===== src/rtl/core/block_cache_lru_range_read_top_macros.svh =====
// Assertion macros used by the block cache top level.
`ifndef BLOCK_CACHE_LRU_RANGE_READ_TOP_MACROS_SVH
`define BLOCK_CACHE_LRU_RANGE_READ_TOP_MACROS_SVH

// Same-cycle implication, checked out of reset.
`define BLCR_ASSERT_SAME(label, ante, cons, msg) \
  label: assert property (@(posedge clk) disable iff (!rst_n) (ante) |-> (cons)) \
    else $error(msg);

// Next-cycle implication, checked out of reset.
`define BLCR_ASSERT_NEXT(label, ante, cons, msg) \
  label: assert property (@(posedge clk) disable iff (!rst_n) (ante) |=> (cons)) \
    else $error(msg);

`endif


===== src/rtl/core/blcr_pkg.sv =====
// Types and fixed widths shared by the block cache modules.
package blcr_pkg;

  localparam int POS_W   = 32;
  localparam int BYTE_W  = 8;
  localparam int LEN_W   = 5;
  localparam int STAMP_W = 32;
  localparam int MAX_OUT = 16;

  typedef enum logic [4:0] {
    S_IDLE  = 5'b00001,
    S_CSCAN = 5'b00010,
    S_COPY  = 5'b00100,
    S_RSCAN = 5'b01000,
    S_SEND  = 5'b10000
  } state_t;

  typedef enum logic {
    CMP_LESS  = 1'b0,
    CMP_COVER = 1'b1
  } cmp_op_t;

  typedef struct packed {
    cmp_op_t              op;
    logic [STAMP_W-1:0]   a;
    logic [POS_W-1:0]     b;
    logic [LEN_W-1:0]     len;
  } cmp_req_t;

endpackage


===== src/rtl/core/block_cache_lru_range_read_top.sv =====
// Top level of the fully associative block cache with LRU replacement.
//
// Usage: one command transfer is taken at a rising edge with start high and
// busy low. in_func = 0 pushes one byte of a block (in_position of the first
// byte is the block start, in_push_last closes the run); in_func = 1 reads
// in_read_length bytes from in_position. A push byte without commit leaves
// busy low. A closing byte that completes exactly BLOCK_BYTES bytes starts
// a commit: a scan of the slots, one per cycle, for the first free slot or
// the oldest stamp, then a copy of the staged bytes, one per cycle; busy
// stays high until the copy is done.
// A read scans the slot start positions one per cycle through the shared
// compare unit. A hit in slot i returns read_length results on consecutive
// cycles; a miss gives one result once the scan has passed the last slot,
// or on the next cycle for a bad length.
// Each result shows for exactly one cycle with out_valid high; the receiver
// cannot stall, so nothing is held back. Reset (rst_n low, synchronous)
// empties the store, the staging run and the use counter; the memories
// need no clearing pass.
`include "block_cache_lru_range_read_top_macros.svh"

module block_cache_lru_range_read_top #(
  parameter int BLOCK_BYTES    = 16,
  parameter int RESERVE_BLOCKS = 15
) (
  input  logic                        clk,
  input  logic                        rst_n,
  input  logic                        start,
  output logic                        busy,
  input  logic                        in_func,
  input  logic [blcr_pkg::POS_W-1:0]  in_position,
  input  logic [blcr_pkg::BYTE_W-1:0] in_push_byte,
  input  logic                        in_push_last,
  input  logic [blcr_pkg::LEN_W-1:0]  in_read_length,
  output logic                        out_valid,
  output logic                        out_hit,
  output logic [blcr_pkg::BYTE_W-1:0] out_data_byte,
  output logic                        out_last
);

  localparam int SLOTS  = RESERVE_BLOCKS + 1;
  localparam int SLOT_W = $clog2(SLOTS);
  localparam int SCNT_W = $clog2(SLOTS + 1);
  localparam int OFF_W  = (BLOCK_BYTES > 1) ? $clog2(BLOCK_BYTES) : 1;
  localparam int CNT_W  = $clog2(BLOCK_BYTES + 1);
  localparam int SC_W   = $clog2(BLOCK_BYTES + 2);
  localparam int DEPTH  = SLOTS * BLOCK_BYTES;
  localparam int DA_W   = $clog2(DEPTH);
  localparam int POS_W  = blcr_pkg::POS_W;
  localparam int BYTE_W = blcr_pkg::BYTE_W;
  localparam int LEN_W  = blcr_pkg::LEN_W;
  localparam int STW    = blcr_pkg::STAMP_W;

  // Memories
  logic [POS_W-1:0]  start_mem [SLOTS];
  logic [STW-1:0]    stamp_mem [SLOTS];
  logic [BYTE_W-1:0] data_mem  [DEPTH];
  logic [BYTE_W-1:0] stage_mem [BLOCK_BYTES];

  // Control state
  blcr_pkg::state_t   state_r, state_nxt;
  logic [SCNT_W-1:0]  issue_r, issue_nxt;
  logic               cmp_v_r, cmp_v_nxt;
  logic [SLOT_W-1:0]  cmp_idx_r, cmp_idx_nxt;
  logic [STW-1:0]     best_stamp_r, best_stamp_nxt;
  logic [SLOT_W-1:0]  best_idx_r, best_idx_nxt;
  logic [SLOT_W-1:0]  slot_r, slot_nxt;
  logic [SC_W-1:0]    stage_cnt_r, stage_cnt_nxt;
  logic [POS_W-1:0]   stage_start_r, stage_start_nxt;
  logic [STW-1:0]     use_clock_r, use_clock_nxt;
  logic [SLOTS-1:0]   valid_r, valid_nxt;
  logic [POS_W-1:0]   pos_r, pos_nxt;
  logic [LEN_W-1:0]   len_r, len_nxt;
  logic [DA_W-1:0]    base_r, base_nxt;
  logic [LEN_W-1:0]   k_r, k_nxt;
  logic [CNT_W-1:0]   copy_issue_r, copy_issue_nxt;
  logic               wr_v_r, wr_v_nxt;
  logic [OFF_W-1:0]   wr_k_r, wr_k_nxt;
  logic               out_valid_r, out_valid_nxt;
  logic               out_hit_r, out_hit_nxt;
  logic               out_last_r, out_last_nxt;

  // Memory read registers
  logic [POS_W-1:0]   start_rd_r;
  logic [STW-1:0]     stamp_rd_r;
  logic [BYTE_W-1:0]  stage_rd_r;
  logic [BYTE_W-1:0]  data_rd_r;

  // Memory port controls
  logic               stage_we;
  logic [OFF_W-1:0]   stage_waddr;
  logic [OFF_W-1:0]   stage_raddr;
  logic               start_we;
  logic               stamp_we;
  logic [SLOT_W-1:0]  stamp_waddr;
  logic [SLOT_W-1:0]  scan_raddr;
  logic               data_we;
  logic [DA_W-1:0]    data_waddr;
  logic [DA_W-1:0]    data_raddr;

  // Shared compare unit
  blcr_pkg::cmp_req_t cmp_req;
  logic               cmp_res;

  logic [SC_W-1:0]    cnt_inc;
  logic               len_ok;
  logic               take;
  logic [OFF_W-1:0]   off;
  logic               last_k;

  blcr_cmp #(
    .BLOCK_BYTES (BLOCK_BYTES)
  ) u_cmp (
    .req    (cmp_req),
    .result (cmp_res)
  );

  assign busy          = (state_r != blcr_pkg::S_IDLE);
  assign out_valid     = out_valid_r;
  assign out_hit       = out_hit_r;
  assign out_last      = out_last_r;
  assign out_data_byte = out_hit_r ? data_rd_r : '0;

  assign scan_raddr  = issue_r[SLOT_W-1:0];
  assign stage_raddr = copy_issue_r[OFF_W-1:0];
  assign data_raddr  = base_r + DA_W'(k_r);
  assign data_waddr  = DA_W'(slot_r) * DA_W'(BLOCK_BYTES) + DA_W'(wr_k_r);

  // Staging count saturates at BLOCK_BYTES + 1
  assign cnt_inc = (stage_cnt_r <= SC_W'(BLOCK_BYTES)) ? stage_cnt_r + SC_W'(1) : stage_cnt_r;
  assign len_ok  = (in_read_length != '0) &&
                   (32'(in_read_length) <= 32'(blcr_pkg::MAX_OUT)) &&
                   (32'(in_read_length) <= 32'(BLOCK_BYTES));
  // Offset inside the block is below BLOCK_BYTES, so low bits suffice
  assign off     = pos_r[OFF_W-1:0] - start_rd_r[OFF_W-1:0];
  assign take    = (cmp_idx_r == '0) || cmp_res;
  assign last_k  = ((k_r + LEN_W'(1)) == len_r);

  always_comb begin
    cmp_req.op  = (state_r == blcr_pkg::S_RSCAN) ? blcr_pkg::CMP_COVER : blcr_pkg::CMP_LESS;
    cmp_req.a   = (state_r == blcr_pkg::S_RSCAN) ? start_rd_r : stamp_rd_r;
    cmp_req.b   = (state_r == blcr_pkg::S_RSCAN) ? pos_r : best_stamp_r;
    cmp_req.len = len_r;
  end

  always_comb begin
    state_nxt       = state_r;
    issue_nxt       = issue_r;
    cmp_v_nxt       = 1'b0;
    cmp_idx_nxt     = cmp_idx_r;
    best_stamp_nxt  = best_stamp_r;
    best_idx_nxt    = best_idx_r;
    slot_nxt        = slot_r;
    stage_cnt_nxt   = stage_cnt_r;
    stage_start_nxt = stage_start_r;
    use_clock_nxt   = use_clock_r;
    valid_nxt       = valid_r;
    pos_nxt         = pos_r;
    len_nxt         = len_r;
    base_nxt        = base_r;
    k_nxt           = k_r;
    copy_issue_nxt  = copy_issue_r;
    wr_v_nxt        = 1'b0;
    wr_k_nxt        = wr_k_r;
    out_valid_nxt   = 1'b0;
    out_hit_nxt     = out_hit_r;
    out_last_nxt    = out_last_r;
    stage_we        = 1'b0;
    stage_waddr     = stage_cnt_r[OFF_W-1:0];
    start_we        = 1'b0;
    stamp_we        = 1'b0;
    stamp_waddr     = slot_r;
    data_we         = 1'b0;

    unique case (state_r)
      blcr_pkg::S_IDLE: begin
        if (start) begin
          issue_nxt = '0;
          if (!in_func) begin
            // push one byte into the staging run
            if (stage_cnt_r == '0) stage_start_nxt = in_position;
            if (stage_cnt_r < SC_W'(BLOCK_BYTES)) stage_we = 1'b1;
            if (in_push_last) begin
              stage_cnt_nxt = '0;
              if (cnt_inc == SC_W'(BLOCK_BYTES)) state_nxt = blcr_pkg::S_CSCAN;
            end else begin
              stage_cnt_nxt = cnt_inc;
            end
          end else begin
            pos_nxt = in_position;
            len_nxt = in_read_length;
            if (len_ok) begin
              state_nxt = blcr_pkg::S_RSCAN;
            end else begin
              out_valid_nxt = 1'b1;
              out_hit_nxt   = 1'b0;
              out_last_nxt  = 1'b1;
            end
          end
        end
      end

      blcr_pkg::S_CSCAN: begin
        if (issue_r < SCNT_W'(SLOTS)) begin
          issue_nxt   = issue_r + SCNT_W'(1);
          cmp_v_nxt   = 1'b1;
          cmp_idx_nxt = issue_r[SLOT_W-1:0];
        end
        if (cmp_v_r) begin
          if (!valid_r[cmp_idx_r]) begin
            // first free slot wins
            slot_nxt       = cmp_idx_r;
            copy_issue_nxt = '0;
            state_nxt      = blcr_pkg::S_COPY;
          end else begin
            if (take) begin
              best_stamp_nxt = stamp_rd_r;
              best_idx_nxt   = cmp_idx_r;
            end
            if (cmp_idx_r == SLOT_W'(SLOTS - 1)) begin
              slot_nxt       = take ? cmp_idx_r : best_idx_r;
              copy_issue_nxt = '0;
              state_nxt      = blcr_pkg::S_COPY;
            end
          end
        end
      end

      blcr_pkg::S_COPY: begin
        if (copy_issue_r < CNT_W'(BLOCK_BYTES)) begin
          copy_issue_nxt = copy_issue_r + CNT_W'(1);
          wr_v_nxt       = 1'b1;
          wr_k_nxt       = copy_issue_r[OFF_W-1:0];
        end
        if (copy_issue_r == '0) begin
          // tag, stamp and valid go in on the first copy cycle
          start_we      = 1'b1;
          stamp_we      = 1'b1;
          valid_nxt     = valid_r | (SLOTS'(1) << slot_r);
          use_clock_nxt = use_clock_r + STW'(1);
        end
        if (wr_v_r) begin
          data_we = 1'b1;
          if (wr_k_r == OFF_W'(BLOCK_BYTES - 1)) state_nxt = blcr_pkg::S_IDLE;
        end
      end

      blcr_pkg::S_RSCAN: begin
        if (issue_r < SCNT_W'(SLOTS)) begin
          issue_nxt   = issue_r + SCNT_W'(1);
          cmp_v_nxt   = 1'b1;
          cmp_idx_nxt = issue_r[SLOT_W-1:0];
        end
        if (cmp_v_r) begin
          if (valid_r[cmp_idx_r] && cmp_res) begin
            stamp_we      = 1'b1;
            stamp_waddr   = cmp_idx_r;
            use_clock_nxt = use_clock_r + STW'(1);
            base_nxt      = DA_W'(cmp_idx_r) * DA_W'(BLOCK_BYTES) + DA_W'(off);
            k_nxt         = '0;
            state_nxt     = blcr_pkg::S_SEND;
          end else if (cmp_idx_r == SLOT_W'(SLOTS - 1)) begin
            out_valid_nxt = 1'b1;
            out_hit_nxt   = 1'b0;
            out_last_nxt  = 1'b1;
            state_nxt     = blcr_pkg::S_IDLE;
          end
        end
      end

      blcr_pkg::S_SEND: begin
        // data read issued now lands with the strobe next cycle
        out_valid_nxt = 1'b1;
        out_hit_nxt   = 1'b1;
        out_last_nxt  = last_k;
        k_nxt         = k_r + LEN_W'(1);
        if (last_k) state_nxt = blcr_pkg::S_IDLE;
      end

      default: state_nxt = blcr_pkg::S_IDLE;
    endcase
  end

  // Control registers
  always_ff @(posedge clk) begin
    if (!rst_n) begin
      state_r       <= blcr_pkg::S_IDLE;
      cmp_v_r       <= 1'b0;
      wr_v_r        <= 1'b0;
      stage_cnt_r   <= '0;
      stage_start_r <= '0;
      use_clock_r   <= '0;
      valid_r       <= '0;
      out_valid_r   <= 1'b0;
    end else begin
      state_r       <= state_nxt;
      cmp_v_r       <= cmp_v_nxt;
      wr_v_r        <= wr_v_nxt;
      stage_cnt_r   <= stage_cnt_nxt;
      stage_start_r <= stage_start_nxt;
      use_clock_r   <= use_clock_nxt;
      valid_r       <= valid_nxt;
      out_valid_r   <= out_valid_nxt;
    end
  end

  // Datapath registers
  always_ff @(posedge clk) begin
    issue_r      <= issue_nxt;
    cmp_idx_r    <= cmp_idx_nxt;
    best_stamp_r <= best_stamp_nxt;
    best_idx_r   <= best_idx_nxt;
    slot_r       <= slot_nxt;
    pos_r        <= pos_nxt;
    len_r        <= len_nxt;
    base_r       <= base_nxt;
    k_r          <= k_nxt;
    copy_issue_r <= copy_issue_nxt;
    wr_k_r       <= wr_k_nxt;
    out_hit_r    <= out_hit_nxt;
    out_last_r   <= out_last_nxt;
  end

  // Staging buffer
  always_ff @(posedge clk) begin
    if (stage_we) stage_mem[stage_waddr] <= in_push_byte;
    stage_rd_r <= stage_mem[stage_raddr];
  end

  // Block start tags
  always_ff @(posedge clk) begin
    if (start_we) start_mem[slot_r] <= stage_start_r;
    start_rd_r <= start_mem[scan_raddr];
  end

  // Last-use stamps
  always_ff @(posedge clk) begin
    if (stamp_we) stamp_mem[stamp_waddr] <= use_clock_r;
    stamp_rd_r <= stamp_mem[scan_raddr];
  end

  // Block data
  always_ff @(posedge clk) begin
    if (data_we) data_mem[data_waddr] <= stage_rd_r;
    data_rd_r <= data_mem[data_raddr];
  end

  `BLCR_ASSERT_SAME(a_miss_single, out_valid_r && !out_hit_r, out_last_r && (out_data_byte == '0), "miss result not a single zero last")
  `BLCR_ASSERT_NEXT(a_send_strobe, state_r == blcr_pkg::S_SEND, out_valid_r, "send cycle without result strobe")
  `BLCR_ASSERT_NEXT(a_valid_sticky, 1'b1, (valid_r & $past(valid_r)) == $past(valid_r), "valid slot lost")
  `BLCR_ASSERT_NEXT(a_commit_tick, (state_r == blcr_pkg::S_COPY) && (copy_issue_r == '0), use_clock_r == $past(use_clock_r) + STW'(1), "commit did not advance use clock")

endmodule


===== src/rtl/core/blcr_cmp.sv =====
// Shared compare unit: stamp less-than or range coverage test.
module blcr_cmp #(
  parameter int BLOCK_BYTES = 16
) (
  input  blcr_pkg::cmp_req_t req,
  output logic               result
);

  localparam int SUM_W = blcr_pkg::POS_W + 1;

  logic [SUM_W-1:0] want_end;
  logic [SUM_W-1:0] have_end;

  // 33-bit sums, no wrap
  assign want_end = {1'b0, req.b} + SUM_W'(req.len);
  assign have_end = {1'b0, req.a} + SUM_W'(BLOCK_BYTES);

  always_comb begin
    unique case (req.op)
      blcr_pkg::CMP_LESS:  result = (req.a < req.b);
      blcr_pkg::CMP_COVER: result = (req.a <= req.b) && (want_end <= have_end);
      default:             result = 1'b0;
    endcase
  end

endmodule


===== config.mk =====
export PLATFORM = sky130hd
export DESIGN_NAME = block_cache_lru_range_read_top
export DESIGN_NICKNAME = d
export VERILOG_FILES = /design/src/rtl/core/blcr_pkg.sv /design/src/rtl/core/block_cache_lru_range_read_top.sv /design/src/rtl/core/blcr_cmp.sv
export VERILOG_INCLUDE_DIRS = /design/src /design/src/rtl/core
export SDC_FILE = /design/constraint.sdc
export NUM_CORES = 2
export LEC_CHECK = 0
export BUFFER_PORTS_ARGS = -buffer_cell sky130_fd_sc_hd__clkbuf_2
export CAP_MARGIN = 30
export CORE_MARGIN = 1.5
export CORE_UTILIZATION = 60
export DETAILED_ROUTE_END_ITERATION = 8
export GPL_TIMING_DRIVEN = 0
export HOLD_SLACK_MARGIN = 0.06
export PLACE_DENSITY_LB_ADDON = 0.05
export SETUP_SLACK_MARGIN = 0.2
export SLEW_MARGIN = 0
export SYNTH_ARGS = -nofsm -noshare
export SYNTH_HDL_FRONTEND = slang
export SYNTH_SLANG_ARGS = --single-unit

===== constraint.sdc =====
create_clock -name clk -period 27.2 [get_ports clk]
set_clock_uncertainty 0.2 [all_clocks]
set_input_delay 8.16 -clock clk [delete_from_list [all_inputs] [get_ports clk]]
set_output_delay 8.16 -clock clk [all_outputs]
set_load 0.005 [all_outputs]

==> flow_summary.ini <==
[clock_network]
postCtsSetupRepairBufs = 0
cts_tree = built
cts_buffers = 356
cts_buffer_depth = 4
clk_latency_ps = 970
post_cts_resized = 0
cts_hold_buf = 0
htreeDepth = 5
clockRootBuffer = clkbuf_16
clk_pin_slew_ps = 60
cts_sinks = 3483

[run_status]
outcome = completed

[synthesis]
avgSynthCellArea_sq_um = 20.07
synth_edf_count = 3310
yosys_warnings = 0
syn_area_sq_um = 136700
synth.distinct_cells = 70
synth_top_flop_cell = edfxtp_1
syn_nets = 6953
synthCells = 6812
synth-seq-cells = 3483
synthArstFlopShare = 0
ys_seq_area_frac = 0.7524

[critical_path]
r2r_start = state_r[3]
worstPathRequired_ps = 18840
cp-startpoint = state_r[1]
rrSetupSlack_ps = 16620
critical_path_arrival_ps = 2560
worstSetupEndpointType = primary output
critical_path_class = reg2out
crit_fanout = 7
cp-start-kind = register

[flow_run]
maxCapViolCount = 0

[timing]
relSlewSlack = 0.2945
rsz0062_at_grt = no
slew_violations = 0
finalSetupTns_ps = 0
period_share = 0.4014
tightest_slew_ps = 1056
finalCriticalPeriod_ps = 10920
setup_viol = 0
clock.fmax_mhz = 91.59
finalHoldViolations = 0

[placed_design]
dp_cells = 10010
place_congestion = 0.9007
dp_hpwl_mm = 237.6
io_buffers = 60

[drt]
vias = 69600
viasPerCell = 6.520
wl_mm = 347.1
ant_nets = 0
drt-initial-drc-count = 8193
wl_per_cell_um = 32.52
dr.pass1.iters = 5
drcViolationCount = 0

[cells_and_area]
syn2layout_area_growth_pct = 13.15
register_area_sq_um = 102900
num-fill-cells = 14510
multi_input_area_sq_um = 32410
drive_gt1_frac = 0.2270
fin_util = 0.6819
nNetsFinal = 7507
fin_cells = 10670

[global_routing]
grtUsageTotal = 0.3037
grt_pass1_wl_mm = 495.3
grt_antenna_before_repair = 23
overflow = 0
grt_pass1_vias = 69380
grt_max_degree = 93

[floorplan]
die_h_um = 480.3
fp.dieArea_sq_um = 230700
io_pins = 62
initial_core_util = 0.6027
core_area_sq_um = 226800
die_width_um = 480.3
num_rows = 175

[power]
peakVddDrop_mv = 0.07416
leakage_nw = 49.76
power_density_nw_per_um2 = 77.31

[min_path]
hold_path_class = reg2reg
hold_start = copy_issue_r[3]
[through the flow]
step | hold WS (ps) | setup slack, ps | power [W] | instance area (sq um)
after floorplan | 201.9 | 16770 | 0.006833 | 136700
after global placement | 234.1 | 14690 | 0.007296 | 140800
after detailed placement | 233.0 | 15690 | 0.007330 | 143400
after CTS | 247.2 | 16260 | 0.01198 | 154500
after global routing | 268.5 | 16160 | 0.01228 | 154700
final | 247.5 | 16280 | 0.01196 | 154700
[report_power, final]
group | internal, W | leakage, nW | total, W | switching, W
clock | 0.00274 | 5.45 | 0.00472 | 0.00198
combinational | 0.000437 | 12.9 | 0.00117 | 0.000728
sequential | 0.00594 | 31.5 | 0.00607 | 0.000129
total | 0.00912 | 49.8 | 0.0120 | 0.00283
[cells in the final DEF (no fill, tap or decap), types with 19 or more instances in the layout]
cell	netlist	layout
buf_6	2	27
clkbuf_2	0	80
nand3_1	65	65
clkinv_1	0	60
diode_2	0	27
xor2_1	27	27
clkinv_2	0	56
o21ai_0	170	170
buf_8	0	50
nand2b_1	41	41
xnor2_1	51	49
a21oi_1	183	183
mux4_2	820	820
nor2_1	359	346
ha_1	88	88
dfxtp_1	173	165
edfxtp_1	3310	3310
buf_1	40	39
a221oi_1	75	75
clkbuf_1	250	316
mux2i_1	316	316
buf_2	66	70
nor3_1	27	21
bufinv_16	0	26
and3_1	19	19
mux2_2	76	76
buf_16	0	37
a22oi_1	74	74
inv_1	50	50
nand4_1	35	35
clkbuf_16	0	365
nand2_1	315	315
[synthesized netlist by cell type, types with 3 or more instances]
cell       number  share of area
or2_2           4        0.00018
nand3_1        65         0.0024
o31ai_1         3        0.00016
edfxtp_1     3310           0.73
clkbuf_1      250         0.0069
and3_1         19        0.00087
nand4_1        35         0.0016
inv_1          50         0.0014
and4_1          5        0.00032
a221oi_1       75         0.0048
a22oi_1        74         0.0041
ha_1           88         0.0081
a31oi_1         6        0.00027
buf_2          66         0.0024
nand3b_1        3        0.00016
o21bai_1        5        0.00027
nor3_1         27        0.00099
and2_1         30         0.0014
a21oi_1       183         0.0067
or3_1          11        0.00050
nand2_1       315         0.0086
mux2_2         76         0.0063
a32o_1          3        0.00022
o21a_1          9        0.00049
nand2b_1       41         0.0019
fa_1            3        0.00044
o211ai_1        3        0.00016
mux2i_1       316          0.023
xnor2_1        51         0.0033
nor2b_1        18        0.00082
mux4_2        820           0.14
a211oi_1        9        0.00049
nor4_1          3        0.00014
nor3_2          4        0.00029
xor2_1         27         0.0017
buf_1          40         0.0011
a21boi_0        3        0.00016
o21ai_0       170         0.0062
nor2_1        359         0.0099
dfxtp_1       173          0.025
a21o_1         17        0.00093
a2111oi_0       4        0.00026
o22ai_1         4        0.00018
inv_2           3       0.000082
[logic make-up after synthesis]
kind of cell / Yosys count / share of synthesized area
and+or+nand+nor: 954 / 0.03113
buffers and inverters: 411 / 0.01200
xor gates and xnor gates: 78 / 0.004997
DFF: 3483 / 0.7524
muxes: 1213 / 0.1646
adders and majority gates: 91 / 0.008493
AOI/OAI and AO/OA: 582 / 0.02641
[cell type report]
type | count | area share
sequential | 3483 | 0.6651
multi-input combinational | 2918 | 0.2095
clock buffer | 467 | 0.06256
tap | 3009 | 0.02434
timing repair buffer | 196 | 0.01777
buffer | 358 | 0.009488
clock inverter | 163 | 0.009480
inverter | 53 | 0.001286
antenna | 27 | 0.0004368
[metal layers]
layer | GRT usage | up-vias | part of all wire
met5 | 0 | - | 0.00026
met4 | 0.1269 | 14 | 0.045
met3 | 0.05436 | 647 | 0.078
met2 | 0.4954 | 3195 | 0.50
met1 | 0.4095 | 36680 | 0.38
li1 | - | 29060 | -
[sequential cells by signal (all words and copies together) (netlist names), 8 cells and up]
signal and count:
base_r 8, best_stamp_r 32, data_mem 2048, data_rd_r 8, pos_r 32, stage_mem 128
stage_rd_r 8, stage_start_r 32, stamp_mem 512, stamp_rd_r 32, start_mem 512, start_rd_r 32
use_clock_r 32, valid_r 16
[path summary, 6_finish.rpt]
kind	to	depth (start not counted)
worst min register to register	wr_k_r[3]	0
worst min-delay path	wr_k_r[3]	0
worst max register to register	stamp_mem[8][7]	31
worst max-delay path	busy	4
[critical path, stage by stage (launching register included)]
cell and delay [ps]:
dfxtp_1 380, or3_1 400, nor3b_2 420, inv_1 170, clkbuf_2 250
No activity file was read; power rests on OpenSTA's default activity.
